$ cat config.mk
export PLATFORM = sky130hd
export DESIGN_NAME = modbus_tcp_frame_parser
export DESIGN_NICKNAME = d
export VERILOG_FILES = /design/src/hw/rtl/mtfp_pkg.sv /design/src/hw/rtl/mtfp_fifo.sv /design/src/hw/rtl/mtfp_front.sv /design/src/hw/rtl/mtfp_back.sv /design/src/hw/rtl/modbus_tcp_frame_parser.sv
export SDC_FILE = /design/constraint.sdc
export NUM_CORES = 1
export LEC_CHECK = 0
export BUFFER_PORTS_ARGS = -buffer_cell sky130_fd_sc_hd__buf_2
export CAP_MARGIN = 5
export CORE_MARGIN = 3
export CORE_UTILIZATION = 65
export CTS_CLUSTER_SIZE = 40
export DETAILED_ROUTE_END_ITERATION = 10
export PLACE_DENSITY = 0.86
export SYNTH_ARGS = -nofsm -noshare
export SYNTH_HDL_FRONTEND = slang
export SYNTH_SLANG_ARGS = --single-unit
$ cat constraint.sdc
create_clock -name i_clk -period 9.55 [get_ports i_clk]
set_clock_uncertainty 0.05 [all_clocks]
set_input_delay 2.3875 -clock i_clk [delete_from_list [all_inputs] [get_ports i_clk]]
set_output_delay 2.3875 -clock i_clk [all_outputs]
set_load 0.005 [all_outputs]
$ cat src/hw/rtl/mtfp_pkg.sv
// Shared types and constants for the Modbus TCP frame parser.
package mtfp_pkg;

    localparam int unsigned HEADER_BYTES = 8;
    localparam int unsigned LENGTH_ADJ   = 6;

    localparam logic [1:0] ST_OK          = 2'd0;
    localparam logic [1:0] ST_SHORT       = 2'd1;
    localparam logic [1:0] ST_LENGTH      = 2'd2;
    localparam logic [1:0] ST_TRANSACTION = 2'd3;

    localparam int unsigned POS_TID_HI = 0;
    localparam int unsigned POS_TID_LO = 1;
    localparam int unsigned POS_LEN_HI = 4;
    localparam int unsigned POS_LEN_LO = 5;
    localparam int unsigned POS_ADDR   = 6;
    localparam int unsigned POS_FUNC   = 7;

    localparam int unsigned PADDR_BITS = 3;
    localparam logic        REG_EXP_TID = 1'b0;

    typedef struct packed {
        logic [7:0] rx_byte;
        logic       last_byte;
    } t_rx_item;

    typedef struct packed {
        logic [7:0]  payload_byte;
        logic [7:0]  unit_address;
        logic [7:0]  function_code;
        logic [15:0] payload_length;
        logic [1:0]  status;
        logic        last;
    } t_result;

    typedef struct packed {
        logic [7:0]  data;
        logic        has_payload;
        logic        has_end;
        logic [1:0]  status;
        logic [7:0]  unit_address;
        logic [7:0]  function_code;
        logic [15:0] payload_length;
    } t_op;

endpackage

$ cat src/hw/rtl/mtfp_fifo.sv
// Small register queue of classified bytes between the front and back parts.
module mtfp_fifo
    import mtfp_pkg::*;
#(
    parameter int unsigned DEPTH = 4
) (
    input  logic i_clk,
    input  logic i_rst_n,
    input  logic i_wr_en,
    input  t_op  i_wr_data,
    output logic o_full,
    input  logic i_rd_en,
    output t_op  o_rd_data,
    output logic o_empty
);

    localparam int unsigned AW = (DEPTH > 1) ? $clog2(DEPTH) : 1;
    localparam int unsigned CW = $clog2(DEPTH + 1);
    localparam logic [AW-1:0] LAST_PTR = AW'(DEPTH - 1);

    t_op           r_mem [DEPTH];
    logic [AW-1:0] r_wr_ptr;
    logic [AW-1:0] r_rd_ptr;
    logic [CW-1:0] r_count;
    logic [AW-1:0] n_wr_ptr;
    logic [AW-1:0] n_rd_ptr;

    assign o_full    = (r_count == CW'(DEPTH));
    assign o_empty   = (r_count == '0);
    assign o_rd_data = r_mem[r_rd_ptr];
    assign n_wr_ptr  = (r_wr_ptr == LAST_PTR) ? '0 : r_wr_ptr + 1'b1;
    assign n_rd_ptr  = (r_rd_ptr == LAST_PTR) ? '0 : r_rd_ptr + 1'b1;

    always_ff @(posedge i_clk) begin
        if (i_wr_en) begin
            r_mem[r_wr_ptr] <= i_wr_data;
        end
    end

    always_ff @(posedge i_clk) begin
        if (!i_rst_n) begin
            r_wr_ptr <= '0;
            r_rd_ptr <= '0;
            r_count  <= '0;
        end else begin
            if (i_wr_en) begin
                r_wr_ptr <= n_wr_ptr;
            end
            if (i_rd_en) begin
                r_rd_ptr <= n_rd_ptr;
            end
            case ({i_wr_en, i_rd_en})
                2'b10:   r_count <= r_count + 1'b1;
                2'b01:   r_count <= r_count - 1'b1;
                default: r_count <= r_count;
            endcase
        end
    end

endmodule

$ cat src/hw/rtl/mtfp_front.sv
// Front part: accepts frame bytes, captures the header and classifies each byte.
module mtfp_front
    import mtfp_pkg::*;
#(
    parameter int unsigned COUNT_BITS = 17
) (
    input  logic        i_clk,
    input  logic        i_rst_n,
    input  logic [15:0] i_expected_tid,
    input  logic        i_accept,
    input  t_rx_item    i_item,
    output logic        o_op_valid,
    output t_op         o_op
);

    localparam logic [COUNT_BITS-1:0] CNT_MAX = '1;

    logic [COUNT_BITS-1:0] r_count;
    logic [15:0]           r_tid;
    logic [15:0]           r_len;
    logic [7:0]            r_addr;
    logic [7:0]            r_func;

    logic [COUNT_BITS-1:0] n_count;
    logic [15:0]           n_tid;
    logic [15:0]           n_len;
    logic [7:0]            n_addr;
    logic [7:0]            n_func;
    logic [COUNT_BITS-1:0] w_len_total;
    logic [1:0]            w_status;
    logic                  w_payload;

    always_comb begin
        n_tid  = r_tid;
        n_len  = r_len;
        n_addr = r_addr;
        n_func = r_func;
        if (r_count == COUNT_BITS'(POS_TID_HI)) begin
            n_tid[15:8] = i_item.rx_byte;
        end
        if (r_count == COUNT_BITS'(POS_TID_LO)) begin
            n_tid[7:0] = i_item.rx_byte;
        end
        if (r_count == COUNT_BITS'(POS_LEN_HI)) begin
            n_len[15:8] = i_item.rx_byte;
        end
        if (r_count == COUNT_BITS'(POS_LEN_LO)) begin
            n_len[7:0] = i_item.rx_byte;
        end
        if (r_count == COUNT_BITS'(POS_ADDR)) begin
            n_addr = i_item.rx_byte;
        end
        if (r_count == COUNT_BITS'(POS_FUNC)) begin
            n_func = i_item.rx_byte;
        end
    end

    assign n_count     = (r_count == CNT_MAX) ? r_count : r_count + 1'b1;
    assign w_payload   = (r_count >= COUNT_BITS'(HEADER_BYTES));
    assign w_len_total = COUNT_BITS'(n_len) + COUNT_BITS'(LENGTH_ADJ);

    always_comb begin
        if (n_count < COUNT_BITS'(HEADER_BYTES)) begin
            w_status = ST_SHORT;
        end else if (n_count != w_len_total) begin
            w_status = ST_LENGTH;
        end else if (n_tid != i_expected_tid) begin
            w_status = ST_TRANSACTION;
        end else begin
            w_status = ST_OK;
        end
    end

    always_comb begin
        o_op             = '0;
        o_op.data        = i_item.rx_byte;
        o_op.has_payload = w_payload;
        o_op.has_end     = i_item.last_byte;
        o_op.status      = w_status;
        if (w_status == ST_OK) begin
            o_op.unit_address   = n_addr;
            o_op.function_code  = n_func;
            o_op.payload_length = n_len - 16'd2;
        end
    end

    assign o_op_valid = i_accept && (w_payload || i_item.last_byte);

    always_ff @(posedge i_clk) begin
        if (!i_rst_n) begin
            r_count <= '0;
            r_tid   <= '0;
            r_len   <= '0;
            r_addr  <= '0;
            r_func  <= '0;
        end else if (i_accept) begin
            if (i_item.last_byte) begin
                r_count <= '0;
                r_tid   <= '0;
                r_len   <= '0;
                r_addr  <= '0;
                r_func  <= '0;
            end else begin
                r_count <= n_count;
                r_tid   <= n_tid;
                r_len   <= n_len;
                r_addr  <= n_addr;
                r_func  <= n_func;
            end
        end
    end

endmodule

$ cat src/hw/rtl/mtfp_back.sv
// Back part: expands queued entries into payload and end results in an output register.
module mtfp_back
    import mtfp_pkg::*;
(
    input  logic    i_clk,
    input  logic    i_rst_n,
    input  t_op     i_q_data,
    input  logic    i_q_empty,
    output logic    o_q_pop,
    input  logic    i_pop,
    output logic    o_empty,
    output t_result o_result
);

    logic    r_valid;
    logic    r_half;
    t_result r_result;

    logic    w_load;
    logic    w_split;
    logic    w_emit_end;
    t_result w_next;

    assign w_load     = (!r_valid || i_pop) && !i_q_empty;
    assign w_split    = i_q_data.has_payload && i_q_data.has_end && !r_half;
    assign w_emit_end = r_half || !i_q_data.has_payload;
    assign o_q_pop    = w_load && !w_split;

    always_comb begin
        w_next = '0;
        if (w_emit_end) begin
            w_next.unit_address   = i_q_data.unit_address;
            w_next.function_code  = i_q_data.function_code;
            w_next.payload_length = i_q_data.payload_length;
            w_next.status         = i_q_data.status;
            w_next.last           = 1'b1;
        end else begin
            w_next.payload_byte = i_q_data.data;
        end
    end

    always_ff @(posedge i_clk) begin
        if (w_load) begin
            r_result <= w_next;
        end
    end

    always_ff @(posedge i_clk) begin
        if (!i_rst_n) begin
            r_valid <= 1'b0;
            r_half  <= 1'b0;
        end else if (w_load) begin
            r_valid <= 1'b1;
            r_half  <= w_split;
        end else if (i_pop) begin
            r_valid <= 1'b0;
        end
    end

    assign o_empty  = !r_valid;
    assign o_result = r_result;

endmodule

$ cat src/hw/rtl/modbus_tcp_frame_parser.sv
// Modbus TCP frame parser: MBAP header capture, payload forwarding and status check.
// Takes one frame byte per cycle unless full, no gaps required; a byte is classified
// in the cycle it is accepted and its results are queued for the output register.
// A byte that ends a frame from offset 8 on yields two results (payload, then
// end), which the output side drains at one per cycle, so the sustained rate is one
// byte per cycle whenever the consumer pops every cycle. Payload bytes leave before
// the frame is checked: discard them when the end result carries a bad status.
// The expected transaction ID sits at byte address 0 of the register port.
module modbus_tcp_frame_parser
    import mtfp_pkg::*;
#(
    parameter int unsigned COUNT_BITS  = 17,
    parameter int unsigned QUEUE_DEPTH = 4
) (
    input  logic                  i_clk,
    input  logic                  i_rst_n,
    input  logic                  psel,
    input  logic                  penable,
    input  logic                  pwrite,
    input  logic [PADDR_BITS-1:0] paddr,
    input  logic [31:0]           pwdata,
    output logic [31:0]           prdata,
    output logic                  pready,
    input  logic                  push,
    output logic                  full,
    input  t_rx_item              i_rx_item,
    output logic                  empty,
    input  logic                  pop,
    output t_result               o_result
);

    logic [15:0] r_expected_tid;
    logic        w_accept;
    logic        w_op_valid;
    t_op         w_op;
    t_op         w_q_data;
    logic        w_q_full;
    logic        w_q_empty;
    logic        w_q_pop;

    assign pready = 1'b1;
    assign prdata = (paddr[PADDR_BITS-1] == REG_EXP_TID) ? {16'd0, r_expected_tid} : '0;

    always_ff @(posedge i_clk) begin
        if (!i_rst_n) begin
            r_expected_tid <= '0;
        end else if (psel && penable && pwrite && paddr[PADDR_BITS-1] == REG_EXP_TID) begin
            r_expected_tid <= pwdata[15:0];
        end
    end

    assign full     = w_q_full;
    assign w_accept = push && !w_q_full;

    mtfp_front #(
        .COUNT_BITS (COUNT_BITS)
    ) u_front (
        .i_clk          (i_clk),
        .i_rst_n        (i_rst_n),
        .i_expected_tid (r_expected_tid),
        .i_accept       (w_accept),
        .i_item         (i_rx_item),
        .o_op_valid     (w_op_valid),
        .o_op           (w_op)
    );

    mtfp_fifo #(
        .DEPTH (QUEUE_DEPTH)
    ) u_fifo (
        .i_clk     (i_clk),
        .i_rst_n   (i_rst_n),
        .i_wr_en   (w_op_valid),
        .i_wr_data (w_op),
        .o_full    (w_q_full),
        .i_rd_en   (w_q_pop),
        .o_rd_data (w_q_data),
        .o_empty   (w_q_empty)
    );

    mtfp_back u_back (
        .i_clk     (i_clk),
        .i_rst_n   (i_rst_n),
        .i_q_data  (w_q_data),
        .i_q_empty (w_q_empty),
        .o_q_pop   (w_q_pop),
        .i_pop     (pop),
        .o_empty   (empty),
        .o_result  (o_result)
    );

endmodule
**Yosys cells after proc, flatten, opt, wreduce, memory -nomap -nowiden**

Memories as Yosys holds them, arrays and structs flattened. A register that Yosys moved wholly into a read port is not among the register bits.
Cells that the tools add are included.

- Register bits: 133
- Memory bits (writable): 176
- Memories: 1
- Bits of input ports: 51
- Logic and storage cells: 91
- Output and inout port bits: 78

- Mux-type cells: 27
- Magnitude comparators: 2
- Reduce and logical (&&, ||, !) cells: 23
- Bitwise gates (word level): 1
- Eq/ne operators: 13
- Add/sub/neg operators: 7

Memory list:

| memory | words | bits a word | read ports | clocked after Yosys merged registers in | write ports | line | source |
|---|---|---|---|---|---|---|---|
| u_fifo.r_mem | 4 | 44 | 1 | 1 | 1 | mtfp_fifo.sv:21 | `t_op r_mem [DEPTH];` |

Operators with widths:

| cell | number |
|---|---|
| $eq 17x3->1 const B | 4 |
| $mux 8 | 8 |
| $mux 16 | 3 |
| $mux 17 | 2 |
| $mux 32 | 1 |
| $add 16x3->17 const B | 1 |
| $add 17x1->17 const B | 1 |
| $eq 17x1->1 const B | 1 |
| $eq 17x17->1 const B | 1 |
| $ge 17x4->1 const B | 1 |
| $logic_not 17->1 | 1 |
| $lt 17x4->1 const B | 1 |
| $ne 17x17->1 | 1 |
| $ne 16x16->1 | 1 |
| $sub 16x2->16 const B | 1 |
| $mux 2 | 7 |
| $logic_and 1x1->1 | 9 |
| $eq 2x2->1 const B | 3 |
| $logic_not 1->1 | 6 |
| $pmux 3 s2 | 1 |
| $mux 1 | 5 |
| $add 2x1->2 const B | 2 |
| $reduce_bool 2->1 | 2 |
| $add 3x1->3 const B | 1 |
| 7 further kinds | 9 |

**Depth between registers and ports, before layout**

Gate-level depths: netlist of the first run.

- Depth after elaboration: 8
- Depth in mapped cells: 16
- Depth with buffers taken out: 13

**Cells and area by module**

From an unflattened synthesis of the first run, not the netlist that was laid out.

- Cells, all modules: 1,239
- Area, all modules: 15,501.1 um^2

Modules (own cells, without submodules):

| module | cells each | area an instance (um^2) | seq. area each (um^2) | times used |
|---|---|---|---|---|
| mtfp_fifo | 277 | 6,871.6 | 5,465.2 | 1 |
| mtfp_front | 755 | 5,931.9 | 1,301.2 | 1 |
| mtfp_back | 100 | 1,784.2 | 1,331.3 | 1 |
| modbus_tcp_frame_parser | 107 | 913.4 | 320.3 | 1 |

**Least setup slack after synthesis of the first run**

OpenSTA, ideal clock, no wires.

- Path type: input to register
- From: input port pop
- To: register u_fifo.r_count[2]
- Setup time: 76 ps
- Stages on the path: 10
- Path slack: 3,128 ps
- Arrival: 6,296 ps
- Buffers on the path: 0
- Data required time: 9,424 ps
- Path through: inv_1 -> a21oi_1 -> nand2_1 -> inv_1 -> ha_1 -> inv_1 -> fa_1 -> xor2_1 -> or3_1 -> a21boi_0

- Longest elaborated chain between the ends: 5
- Elaborated cells on any way between the ends: 7
- Those cells by class: eq/ne: 2; mux: 1; reduce/logical: 4

RTL lines:

| what | line | source |
|---|---|---|
| start: declaration | modbus_tcp_frame_parser.sv:28 | `input logic pop,` |
| $logic_or 1x1->1 * | mtfp_back.sv:24 | `assign w_load = (!r_valid \|\| i_pop) && !i_q_empty;` |
| $logic_and 1x1->1 * | mtfp_back.sv:24 |  |
| named net u_back.w_load | mtfp_back.sv:19 | `logic w_load;` |
| $logic_and 1x1->1 * | mtfp_back.sv:27 | `assign o_q_pop = w_load && !w_split;` |
| named net u_back.o_q_pop | mtfp_back.sv:9 | `output logic o_q_pop,` |
| $eq 2x1->1 / $eq 2x2->1 (equally long branches) | mtfp_fifo.sv:52 | `case ({i_wr_en, i_rd_en})` |
| $pmux 3 s2 / $reduce_bool 2->1 (equally long branches) | - |  |
| end signal: assignment | mtfp_fifo.sv:53 | `2'b10: r_count <= r_count + 1'b1;` |
| end signal: assignment | mtfp_fifo.sv:54 | `2'b01: r_count <= r_count - 1'b1;` |
| end signal: assignment | mtfp_fifo.sv:55 | `default: r_count <= r_count;` |
| end: declaration | mtfp_fifo.sv:24 | `logic [CW-1:0] r_count;` |

Mark *: on every way through the listed nets, which the timed path passes. The rest lies on a longest branch.
A chain may end at the register's enable or synchronous reset.

==> impl_results.md, run 1 <==
- CTS tree: done
- Layout cells sized above 1: 21.5%
- Clk slew on worst S/H paths: 0.06 ns
- Slowest cell delay on critical path: 0.78 ns
- Hold-fix buffers at CTS: 0
- Synth Area in Compound Gates: 7.62%
- Slew margin rel.: 29.1%
- Clock latency at the later pin of the worst-skew pair: 0.56 ns
- # setup viols final: 0
- Final period demand of the worst path: 6.12 ns
- PortBufs: 93
- Crit path buf inv count: 2
- Vias in the first global route: 9,658
- Post-Synthesis Cells: 1,150
- Critical path fanouts, max: 21
- Worst Path Class, Setup: in2reg
- Post-synthesis xor/xnor area fraction: 3.58%
- Grt ovf: 0
- Worst R2R Setup Slack: 4.33 ns
- Routed WL per cell: 21.9 um
- Setup crit start kind: primary input
- Worst reg2reg path startpoint: u_front.r_count[0]
- Met2 usage: 43.9%
- CP max-delay cell: mux2i_1
- Crit end category: flop
- Multiplexer share of the synthesized area: 10.5%
- Boundary Pins: 129
- Num CTS Buffers: 30
- HP Class: reg2reg
- Crit path required time: 9.74 ns
- Sequential share of the synthesized area: 56.9%
- Top delay family on crit path: compound AO/OA/AOI/OAI gates
- Met1 Usage GRT: 37.7%
- Number of flops mapped to enable cells by yosys: 219
- Final wirelength: 33.3 mm
- Peak supply drop: 0.000204 V
- Pre-CTS setup slack: 3.14 ns
- # Max-Cap Violations: 0
- Core box area: 22,100 um^2
- PwrDens: 226 nW/um^2
- Mean area per synthesized cell: 12.9 um^2
- RSZ-0062 raised after global routing: false
- Leak: 0.00536 uW
- Drt via density: 6.41
- Setup ws final: 3.43 ns
- Simple-gate share of the synthesized area: 16.5%
- Die Width: 157 um
- Yosys reg bits: 311
- Cell Rows: 54
- Area Growth Syn to Fin: 10.9%
- Routability congestion estimate: 0.916
- Hold path depth: 2
- DR DRC count: 0
- Hold endpoint: r_expected_tid[6]
- Top_reg_cell synth: edfxtp_1
- Fillers: 1,376
- Die area: 24,600 um^2
- Post-Route Utilization: 74.3%
- Area of the multi-input gates: 5890 um^2
- Run status: complete, no violations
- Hold path startpoint: r_expected_tid[6]
- Post-synth cell types: 76
- Initial Utilization: 67.0%
- Share of the synthesized area in the top cell type: 44.4%
- Max Root-Sink Buffers: 3
- Resize count post-CTS: 0
- Synth area leaders: edfxtp_1 (44%), dfxtp_1 (12%), mux4_2 (6.7%)
- Total track usage: 27.2%
- Worst-path cell chain: buf_2, o211ai_1, nor3_1, mux2i_1, nor2_1, a2111oi_0, o32a_1, or3b_1, buf_4, nor4_2
- 1st-iter DRT viols: 982
- Max Fclk: 0.163 GHz
- Routed Antenna Nets: 0
- WP data arrival: 6.31 ns
- Final Cycle Share: 64.1%
- Synth cell count leaders: edfxtp_1 (219), nor2b_1 (113), dfxtp_1 (92), nand2_1 (73), a22oi_1 (54)
- Global-route wire length before repair: 52.7 mm
- CTS root buf: clkbuf_16
- Top-count cell post-synth: edfxtp_1
- Design area: 16,400 um^2
- Worst-Margin Slew: 1.06 ns
- Cell accounting for the most synthesized area: edfxtp_1
- Main combinational cell family by area after synthesis: simple AND/OR/NAND/NOR gates
- Yosys warnings: 0
- Routed via count: 9,734
- Overall Power: 3710 uW
- Final setup TNS: 0 ns
- Dpl cell area: 15,300 um^2
- Post-synthesis adder-cell area fraction: 0.981%
- Post-DP HPWL: 20.4 mm
- # diodes: 0
- Post-CTS setup buffers: 0
- Final hold violations: 0
- R2R cell count: 10
- DRT Pass-1 Iters: 5
- Antenna violations before repair: 0
- Die Y: 157 um
- Pins Over Slew Limit: 0
- Number of clock sinks: 311
- CTS H-Tree Depth: 1
- Met3 usage: 4.21%
- GRT busiest layer: met2
- Worst r2r dst: u_fifo.r_mem[1][22]
- Post-synth ARST share: 0%
- Largest net degree at the start of global routing: 91
- Register area: 8420 um^2
- Final net count: 1,277
- Post-Syn Area: 14,800 um^2
==> sequential cells by signal (all words and copies together), names as in the netlist, named ones only <==
name / count
u_back.r_half: 1
u_front.r_count: 17
u_front.r_addr: 8
u_fifo.r_wr_ptr: 2
u_fifo.r_rd_ptr: 2
u_back.r_valid: 1
u_back.o_result: 43
u_fifo.r_mem: 176
u_front.r_len: 16
u_fifo.r_count: 3
u_front.r_func: 8
u_front.r_tid: 16
r_expected_tid: 16
==> cell families after synthesis <==
family | after synthesis
simple gates | 396
buf+inv | 113
mux | 99
other cells | 2
fa+ha+maj | 11
xor+xnor | 58
compound gates | 160
flops | 311
==> how the worst max path moves through the flow <==
stage,from,cells after the start,endpoint
final,i_rx_item[3],10,u_fifo.r_mem[1][22]
after global routing,i_rx_item[2],10,u_fifo.r_mem[0][24]
after detailed placement,i_rx_item[2],10,u_fifo.r_mem[3][24]
after CTS,i_rx_item[2],10,u_fifo.r_mem[3][22]
after floorplan,pop,10,u_fifo.r_count[2]
after global placement,i_rx_item[2],10,u_fifo.r_mem[0][24]
==> layer usage <==
layer / vias up / routed length (um)
met5: - / 0
met4: 0 / 1060
met3: 92 / 2760
met2: 505 / 16100
met1: 4738 / 13300
li1: 4399 / -
==> tightest hold or removal path: stages, from the launching register on <==
cell,delay (ns)
dfxtp_1,0.31
nand2_1,0.05
a21boi_0,0.06
==> stage by stage <==
step | hold slack [ns] | std cells
4_1_cts | 0.419 | 1519
3_5_place_dp | 0.411 | 1463
6_report | 0.422 | 1519
5_1_grt | 0.448 | 1519
3_3_place_gp | 0.404 | 1463
2_1_floorplan | 0.393 | 1165
==> report_power, final <==
| part | switching [uW] | leakage [uW] | total [uW] | internal, uW |
|---|---|---|---|---|
| clock network | 512 | 0.000530 | 1280 | 770 |
| registers | 48.1 | 0.00268 | 1700 | 1660 |
| logic | 412 | 0.00215 | 723 | 311 |
==> area by class of cell <==
| type | count | share of cell area (%) |
|---|---|---|
| timing repair buffer | 107 | 3.48 |
| sequential | 311 | 51.3 |
| clock buffer | 39 | 5.21 |
| inverter | 24 | 0.549 |
| clock inverter | 17 | 1.44 |
| multi-input combinational | 741 | 35.9 |
| tap | 280 | 2.13 |
==> cell usage in the layout, fill, tap and decap left out, drive strengths merged, types with 10 or more instances in the layout <==
cell      n
a21boi   20
a21oi    20
a22oi    54
and2     23
buf     107
clkbuf   39
conb     17
dfxtp    92
edfxtp  219
ha       10
inv      26
mux2i    49
mux4     44
nand2    73
nand3    21
nor2     46
nor2b   113
nor3     24
nor4     37
o21ai    26
or4      15
xnor2    37
xor2     20
No activity file was read; power rests on OpenSTA's default activity.
==> run 2, diff against run 1 <==
--- a/config.mk
+++ b/config.mk
@@ -5,13 +5,14 @@
 export SDC_FILE = /design/constraint.sdc
 export NUM_CORES = 1
 export LEC_CHECK = 0
+export ABC_AREA = 1
 export BUFFER_PORTS_ARGS = -buffer_cell sky130_fd_sc_hd__buf_2
 export CAP_MARGIN = 5
 export CORE_MARGIN = 3
-export CORE_UTILIZATION = 65
+export CORE_UTILIZATION = 54
 export CTS_CLUSTER_SIZE = 40
 export DETAILED_ROUTE_END_ITERATION = 10
-export PLACE_DENSITY = 0.86
+export PLACE_DENSITY = 0.76
 export SYNTH_ARGS = -nofsm -noshare
 export SYNTH_HDL_FRONTEND = slang
 export SYNTH_SLANG_ARGS = --single-unit
==> constraint.sdc (replaced) <==
create_clock -name i_clk -period 5.18 [get_ports i_clk]
set_clock_uncertainty 0.05 [all_clocks]
set_input_delay 1.295 -clock i_clk [delete_from_list [all_inputs] [get_ports i_clk]]
set_output_delay 1.295 -clock i_clk [all_outputs]
set_load 0.005 [all_outputs]
==> impl_results.md, run 2 <==
- Run status: complete, no violations
- Worst-path cell chain: inv_1, ha_1, inv_1, nor2_2, nand2_2, nor2_4, nand2_2, nand2_1, nand2_1, nand2_2, nand2_1, nor2_2, nand2_1, nor2_1, nand2_1, nand2_1, nor2_1, nand2_1, nor2_4, nand4_4, buf_4, nor2_1
- Clk slew on worst S/H paths: 0.06 ns (about the same)
- Yosys warnings: 0 (unchanged)
- Synth cell count leaders: nand2_1 (345), edfxtp_1 (219), nor2_1 (185), inv_1 (156), o21ai_0 (135)
- Routed via count: 10,900 (+12%)
- Setup crit start kind: flop
- Worst Path Class, Setup: reg2reg
- CTS root buf: clkbuf_16
- Crit path required time: 5.39 ns (-4.35 ns)
- Routed Antenna Nets: 0 (unchanged)
- PortBufs: 93 (unchanged)
- PwrDens: 438 nW/um^2 (+94%)
- Die Width: 170 um (+8.2%)
- Die Y: 170 um (+8.2%)
- Pins Over Slew Limit: 0 (unchanged)
- Overall Power: 7070 uW (+90%)
- Initial Utilization: 55.3% (-12 points)
- Final period demand of the worst path: 3.82 ns
- Hold-fix buffers at CTS: 0 (unchanged)
- Area Growth Syn to Fin: 11.5%
- Final net count: 1,724 (+35%)
- # Max-Cap Violations: 0 (unchanged)
- Yosys reg bits: 311 (unchanged)
- Routed WL per cell: 16.1 um (-27%)
- 1st-iter DRT viols: 967 (-1.5%)
- Max Root-Sink Buffers: 3 (unchanged)
- Max Fclk: 0.262 GHz
- CP most frequent cell: nand2_1
- Crit path buf inv count: 3 (+1)
- WP data arrival: 4.03 ns (-2.28 ns)
- Top-count cell post-synth: nand2_1
- Highest-count cells in the layout ignoring fill and taps: nand2_1 (345), edfxtp_1 (219), nor2_1 (180)
- Global-route wire length before repair: 51.8 mm (-1.7%)
- Layout cells sized above 1: 14.2% (-7.2 points)
- Max reg flops: 176 (unchanged)
- Final Cycle Share: 73.8%
- CTS H-Tree Depth: 1 (unchanged)
- Synth area leaders: edfxtp_1 (45%), dfxtp_1 (13%), nand2_1 (8.9%)
- Fillers: 2,131 (+55%)
- Final hold violations: 0 (unchanged)
- Boundary Pins: 129 (unchanged)
- Number of clock sinks: 311 (unchanged)
- Top delay family on crit path: simple AND/OR/NAND/NOR gates
- WP depth: 22 (+12)
- Die area: 28,800 um^2 (+17%)
- Post-synth ARST share: 0% (unchanged)
- Cell Rows: 59 (+9.3%)
- # setup viols final: 0 (unchanged)
- Cell accounting for the most synthesized area: edfxtp_1
- Critical path fanouts, max: 32 (+52%)
- Worst r2r dst: u_fifo.r_mem[1][15]
- Critical Path Start: u_front.r_count[1]
- DR DRC count: 0 (unchanged)
- Vias in the first global route: 10,200 (+5.8%)
- Post-CTS setup buffers: 0 (unchanged)
- Share of the synthesized area in the top cell type: 45.4% (+0.98 points)
- Post-Syn Area: 14,500 um^2 (-2.2%)
- CTS tree: done
- Routability congestion estimate: 0.926 (+1.1%)
- Worst reg2reg path startpoint: u_front.r_count[1]
- Final wirelength: 32.5 mm (-2.4%)
- Slowest cell delay on critical path: 0.48 ns (-0.30 ns)
- Final std cells w/o fill: 2,021 (+33%)
- Post-Synthesis Cells: 1,594 (+39%)
- Post-synth cell types: 40 (-47%)
- CP max-delay cell: buf_4
- Drt via density: 5.41 (-16%)
- Number of flops mapped to enable cells by yosys: 219 (unchanged)
- # diodes: 0 (unchanged)
- Leak: 0.00661 uW (+23%)
- Worst R2R Setup Slack: 1.36 ns (-2.97 ns)
- Top_reg_cell synth: edfxtp_1
- R2R cell count: 22 (+12)
- Crit path to: u_fifo.r_mem[1][15]
- Largest net degree at the start of global routing: 89 (-2.2%)
- Peak supply drop: 0.000292 V (+43%)
- Crit end category: flop
- Resize count post-CTS: 0 (unchanged)
- Sequential share of the synthesized area: 58.1% (+1.3 points)
- Inst Count DP: 1,964 (+34%)
- Most common cell after layout, fill and taps aside: nand2_1
- Worst-Margin Slew: 0.907 ns (-0.157 ns)
- Clock latency at the later pin of the worst-skew pair: 0.56 ns (about the same)
- Grt ovf: 0 (unchanged)
- Total track usage: 22.1% (-5.0 points)
- Antenna violations before repair: 0 (unchanged)
- RSZ-0062 raised after global routing: false
- HP Class: reg2reg
- DRT Pass-1 Iters: 5 (unchanged)
- Final setup TNS: 0 ns (unchanged)
- Slew margin rel.: 39.6% (+10 points)
- Num CTS Buffers: 31 (+3.3%)
- Largest reg by FF count: u_fifo.r_mem
- Post-DP HPWL: 20.3 mm (-0.27%)
- Mean area per synthesized cell: 9.08 um^2 (-29%)
- Core box area: 26,200 um^2 (+19%)
[run 2: changes by cell type in the layout (fill, tap and decap cells not counted), sizes merged, moves of 44 or more]
cell	before	now
nor2b	113	0
o21ai	26	150
inv	26	161
a22oi	54	0
a21oi	20	94
mux4	44	0
nand3	21	68
nand2	73	360
mux2i	49	1
nor2	46	229
[run 2: worst min-delay path by stage]
stage,endpoint,slack (ns),cells after the start,startpoint
floorplan,u_fifo.r_count[0],0.37,1,u_fifo.r_count[0]
global placement,u_fifo.r_count[0],0.39,1,u_fifo.r_count[0]
detailed placement,u_fifo.r_count[0],0.40,1,u_fifo.r_count[0]
CTS,u_fifo.r_count[0],0.41,1,u_fifo.r_count[0]
global route,u_front.r_addr[5],0.43,2,u_front.r_addr[5]
finish,u_fifo.r_count[0],0.40,1,u_fifo.r_count[0]
[run 2: cells by family after synthesis]
group / after synthesis / synth area share (%)
compound gates: 288 / 10.5
xor+xnor: 37 / 2.24
fa+ha+maj: 11 / 1.00
buf+inv: 251 / 7.34
flops: 311 / 58.1
mux: 1 / 0.0691
other cells: 2 / 0.0519
simple gates: 693 / 20.7
[run 2: report_power, final]
| part | internal (uW) | switching [uW] |
|---|---|---|
| registers | 3070 | 66.2 |
| clock network | 1240 | 921 |
| logic | 542 | 1230 |
[run 2: routing by layer]
| layer | vias to the layer above | GRT usage [%] | wire, um |
|---|---|---|---|
| met5 | - | 0 | 0 |
| met4 | 0 | 5.80 | 651 |
| met3 | 57 | 2.82 | 2030 |
| met2 | 341 | 37.6 | 16000 |
| met1 | 5146 | 30.4 | 13800 |
| li1 | 5387 | - | - |
[run 2: layout make-up]
type	count	area, um^2	area share [%]
clock buffer	45	888	5.50
clock inverter	12	96.3	0.597
inverter	161	604	3.74
multi-input combinational	1047	5120	31.7
sequential	311	8420	52.2
tap	335	419	2.60
timing repair buffer	110	593	3.67
[run 2: stage by stage]
stage / utilization, % / area (um^2) / hold WS (ns) / setup WS (ns)
6_report: 61.6 / 16100 / 0.402 / 1.36
5_1_grt: 61.6 / 16100 / 0.428 / 0.985
4_1_cts: 61.6 / 16100 / 0.407 / 1.40
3_5_place_dp: 57.8 / 15200 / 0.403 / 1.13
3_3_place_gp: 57.8 / 15200 / 0.389 / 1.17
2_1_floorplan: - / 14500 / 0.372 / 0.944
==> run 3, diff against run 2 <==
--- a/config.mk
+++ b/config.mk
@@ -5,14 +5,14 @@
 export SDC_FILE = /design/constraint.sdc
 export NUM_CORES = 1
 export LEC_CHECK = 0
-export ABC_AREA = 1
+export ABC_AREA = 0
 export BUFFER_PORTS_ARGS = -buffer_cell sky130_fd_sc_hd__buf_2
 export CAP_MARGIN = 5
 export CORE_MARGIN = 3
-export CORE_UTILIZATION = 54
+export CORE_UTILIZATION = 60
 export CTS_CLUSTER_SIZE = 40
 export DETAILED_ROUTE_END_ITERATION = 10
-export PLACE_DENSITY = 0.76
+export PLACE_DENSITY = 0.8
 export SYNTH_ARGS = -nofsm -noshare
 export SYNTH_HDL_FRONTEND = slang
 export SYNTH_SLANG_ARGS = --single-unit
==> constraint.sdc (replaced) <==
create_clock -name i_clk -period 3.9 [get_ports i_clk]
set_clock_uncertainty 0.05 [all_clocks]
set_input_delay 0.975 -clock i_clk [delete_from_list [all_inputs] [get_ports i_clk]]
set_output_delay 0.975 -clock i_clk [all_outputs]
set_load 0.005 [all_outputs]
==> impl_results.md, run 3 (synthesized netlist as in run 1, its figures left out) <==
- Global-route wire length before repair: 55.4 mm (+7.0%)
- Final wirelength: 35.9 mm (+11%)
- PortBufs: 93 (unchanged)
- Layout cells sized above 1: 29.8% (+16 points)
- Final period demand of the worst path: 3.84 ns (+0.0154 ns)
- CTS tree: done
- Cell Rows: 56 (-5.1%)
- Final net count: 1,384 (-20%)
- Pins Over Slew Limit: 0 (unchanged)
- Worst-Margin Slew: 0.927 ns (+0.0209 ns)
- PwrDens: 514 nW/um^2 (+17%)
- Post-Route Utilization: 74.1% (+13 points)
- Core box area: 23,800 um^2 (-9.1%)
- Overall Power: 9070 uW (+28%)
- Max reg flops: 176 (unchanged)
- Initial Utilization: 62.1% (+6.9 points)
- DRT Pass-1 Iters: 5 (unchanged)
- Critical Path Start: u_front.r_count[0]
- Number of clock sinks: 311 (unchanged)
- Worst reg2reg path startpoint: u_front.r_count[0]
- 1st-iter DRT viols: 828 (-14%)
- Highest-count cells in the layout ignoring fill and taps: edfxtp_1 (219), nor2b_1 (112), buf_4 (106)
- # setup viols final: 0 (unchanged)
- Grt ovf: 0 (unchanged)
- Largest net degree at the start of global routing: 52 (-42%)
- Num CTS Buffers: 31 (unchanged)
- CTS H-Tree Depth: 1 (unchanged)
- Max Fclk: 0.261 GHz (-0.40%)
- Total track usage: 26.6% (+4.5 points)
- Dpl cell area: 16,200 um^2 (+6.6%)
- Slew margin rel.: 38.0% (-1.5 points)
- Antenna violations before repair: 0 (unchanged)
- # Max-Cap Violations: 0 (unchanged)
- Final hold violations: 0 (unchanged)
- WP data arrival: 4.23 ns (+0.20 ns)
- Boundary Pins: 129 (unchanged)
- Design area: 17,700 um^2 (+9.4%)
- Clk slew on worst S/H paths: 0.07 ns (about the same)
- Max Root-Sink Buffers: 3 (unchanged)
- HP Class: reg2reg
- Vias in the first global route: 9,986 (-2.3%)
- Hold path startpoint: r_expected_tid[6]
- Crit path required time: 4.29 ns (-1.10 ns)
- Worst Path Class, Setup: reg2reg
- Run status: complete, no violations
- Routed Antenna Nets: 0 (unchanged)
- Peak supply drop: 0.000441 V (+51%)
- Die Width: 163 um (-3.9%)
- Clock latency at the later pin of the worst-skew pair: 0.58 ns (+0.02 ns)
- Leak: 0.00611 uW (-7.5%)
- Routed via count: 10,300 (-6.1%)
- Hold-fix buffers at CTS: 0 (unchanged)
- RSZ-0062 raised after global routing: true
- Setup crit start kind: flop
- Routed WL per cell: 21.6 um (+34%)
- Most common cell after layout, fill and taps aside: edfxtp_1
- Post-DP HPWL: 22.7 mm (+12%)
- Critical path fanouts, max: 8 (-75%)
- Largest reg by FF count: u_fifo.r_mem
- Final std cells w/o fill: 1,666 (-18%)
- Die area: 26,600 um^2 (-7.7%)
- Setup ws final: 0.0630 ns (-1.30 ns)
- Routability congestion estimate: 0.903 (-2.5%)
- Drt via density: 6.16 (+14%)
- CTS root buf: clkbuf_16
- Crit end category: flop
- # diodes: 0 (unchanged)
- Inst Count DP: 1,596 (-19%)
- Area Growth Syn to Fin: 19.3%
- Pre-CTS setup slack: -0.187 ns (-1.32 ns)
- Die Y: 163 um (-3.9%)
- DR DRC count: 0 (unchanged)
- Final Cycle Share: 98.4% (+25 points)
-- run 3: changes by cell type in the layout (fill, tap and decap cells not counted), sizes merged, moves of 101 or more --
cell and change:
o21ai -124, nor2b +113, buf +101, nand2 -287
inv -134, nor2 -183
-- run 3: area by class of cell --
| class | count | area, um^2 |
|---|---|---|
| Sequential cell | 311 | 8420 |
| Inverter | 24 | 90.1 |
| Timing Repair Buffer | 213 | 1520 |
| Clock buffer | 41 | 873 |
| Fill cell | 1508 | 6160 |
| Multi-Input combinational cell | 741 | 6170 |
| Tap cell | 319 | 399 |
| Clock inverter | 17 | 189 |
-- run 3: final timing paths --
| kind | cells after the start | slack (ns) | to |
|---|---|---|---|
| max reg2reg | 13 | 0.06 | u_fifo.r_mem[1][17] |
| min | 2 | 0.42 | r_expected_tid[6] |
| max | 13 | 0.06 | u_fifo.r_mem[1][17] |
| min reg2reg | 2 | 0.42 | r_expected_tid[6] |
-- run 3: what timing repair did --
action,in CTS,in global routing
gates cloned,0,3
endpoints found under the setup margin,137,137
pin swaps,4,7
gates resized for setup,20,41
buffers inserted,4,5
-- run 3: per-layer routing --
metal	track usage, %	share of wire [%]	vias up
met5	0	0	-
met4	8.27	3.0	0
met3	4.31	8.2	89
met2	45.0	50	517
met1	35.7	39	5032
li1	-	-	4627
-- run 3: per-stage QoR --
stage	hold slack [ns]	setup TNS [ns]
after CTS	0.426	-0.0000577
after floorplan	0.393	0
after detailed placement	0.417	-9.02
final	0.422	0
after global routing	0.456	-0.131
after global placement	0.404	-1.79
-- run 3: where the power goes --
group          total [uW]  switching, uW  internal [uW]
Combinational        1820           1020            807
Sequential           4190            132           4050
Clock                3060           1270           1780
Total                9070           2420           6650
-- run 3: critical path, stage by stage, from the launching register on --
cell and delay [ns]:
dfxtp_4 0.36, buf_4 0.16, ha_1 0.22, nand3_1 0.15
nor4_1 0.09, buf_4 0.15, or4_1 0.59, and3_4 0.21
or2_0 0.19, o32a_1 0.35, or3b_4 0.47, clkbuf_16 0.21
nor4_2 0.29, buf_4 0.19
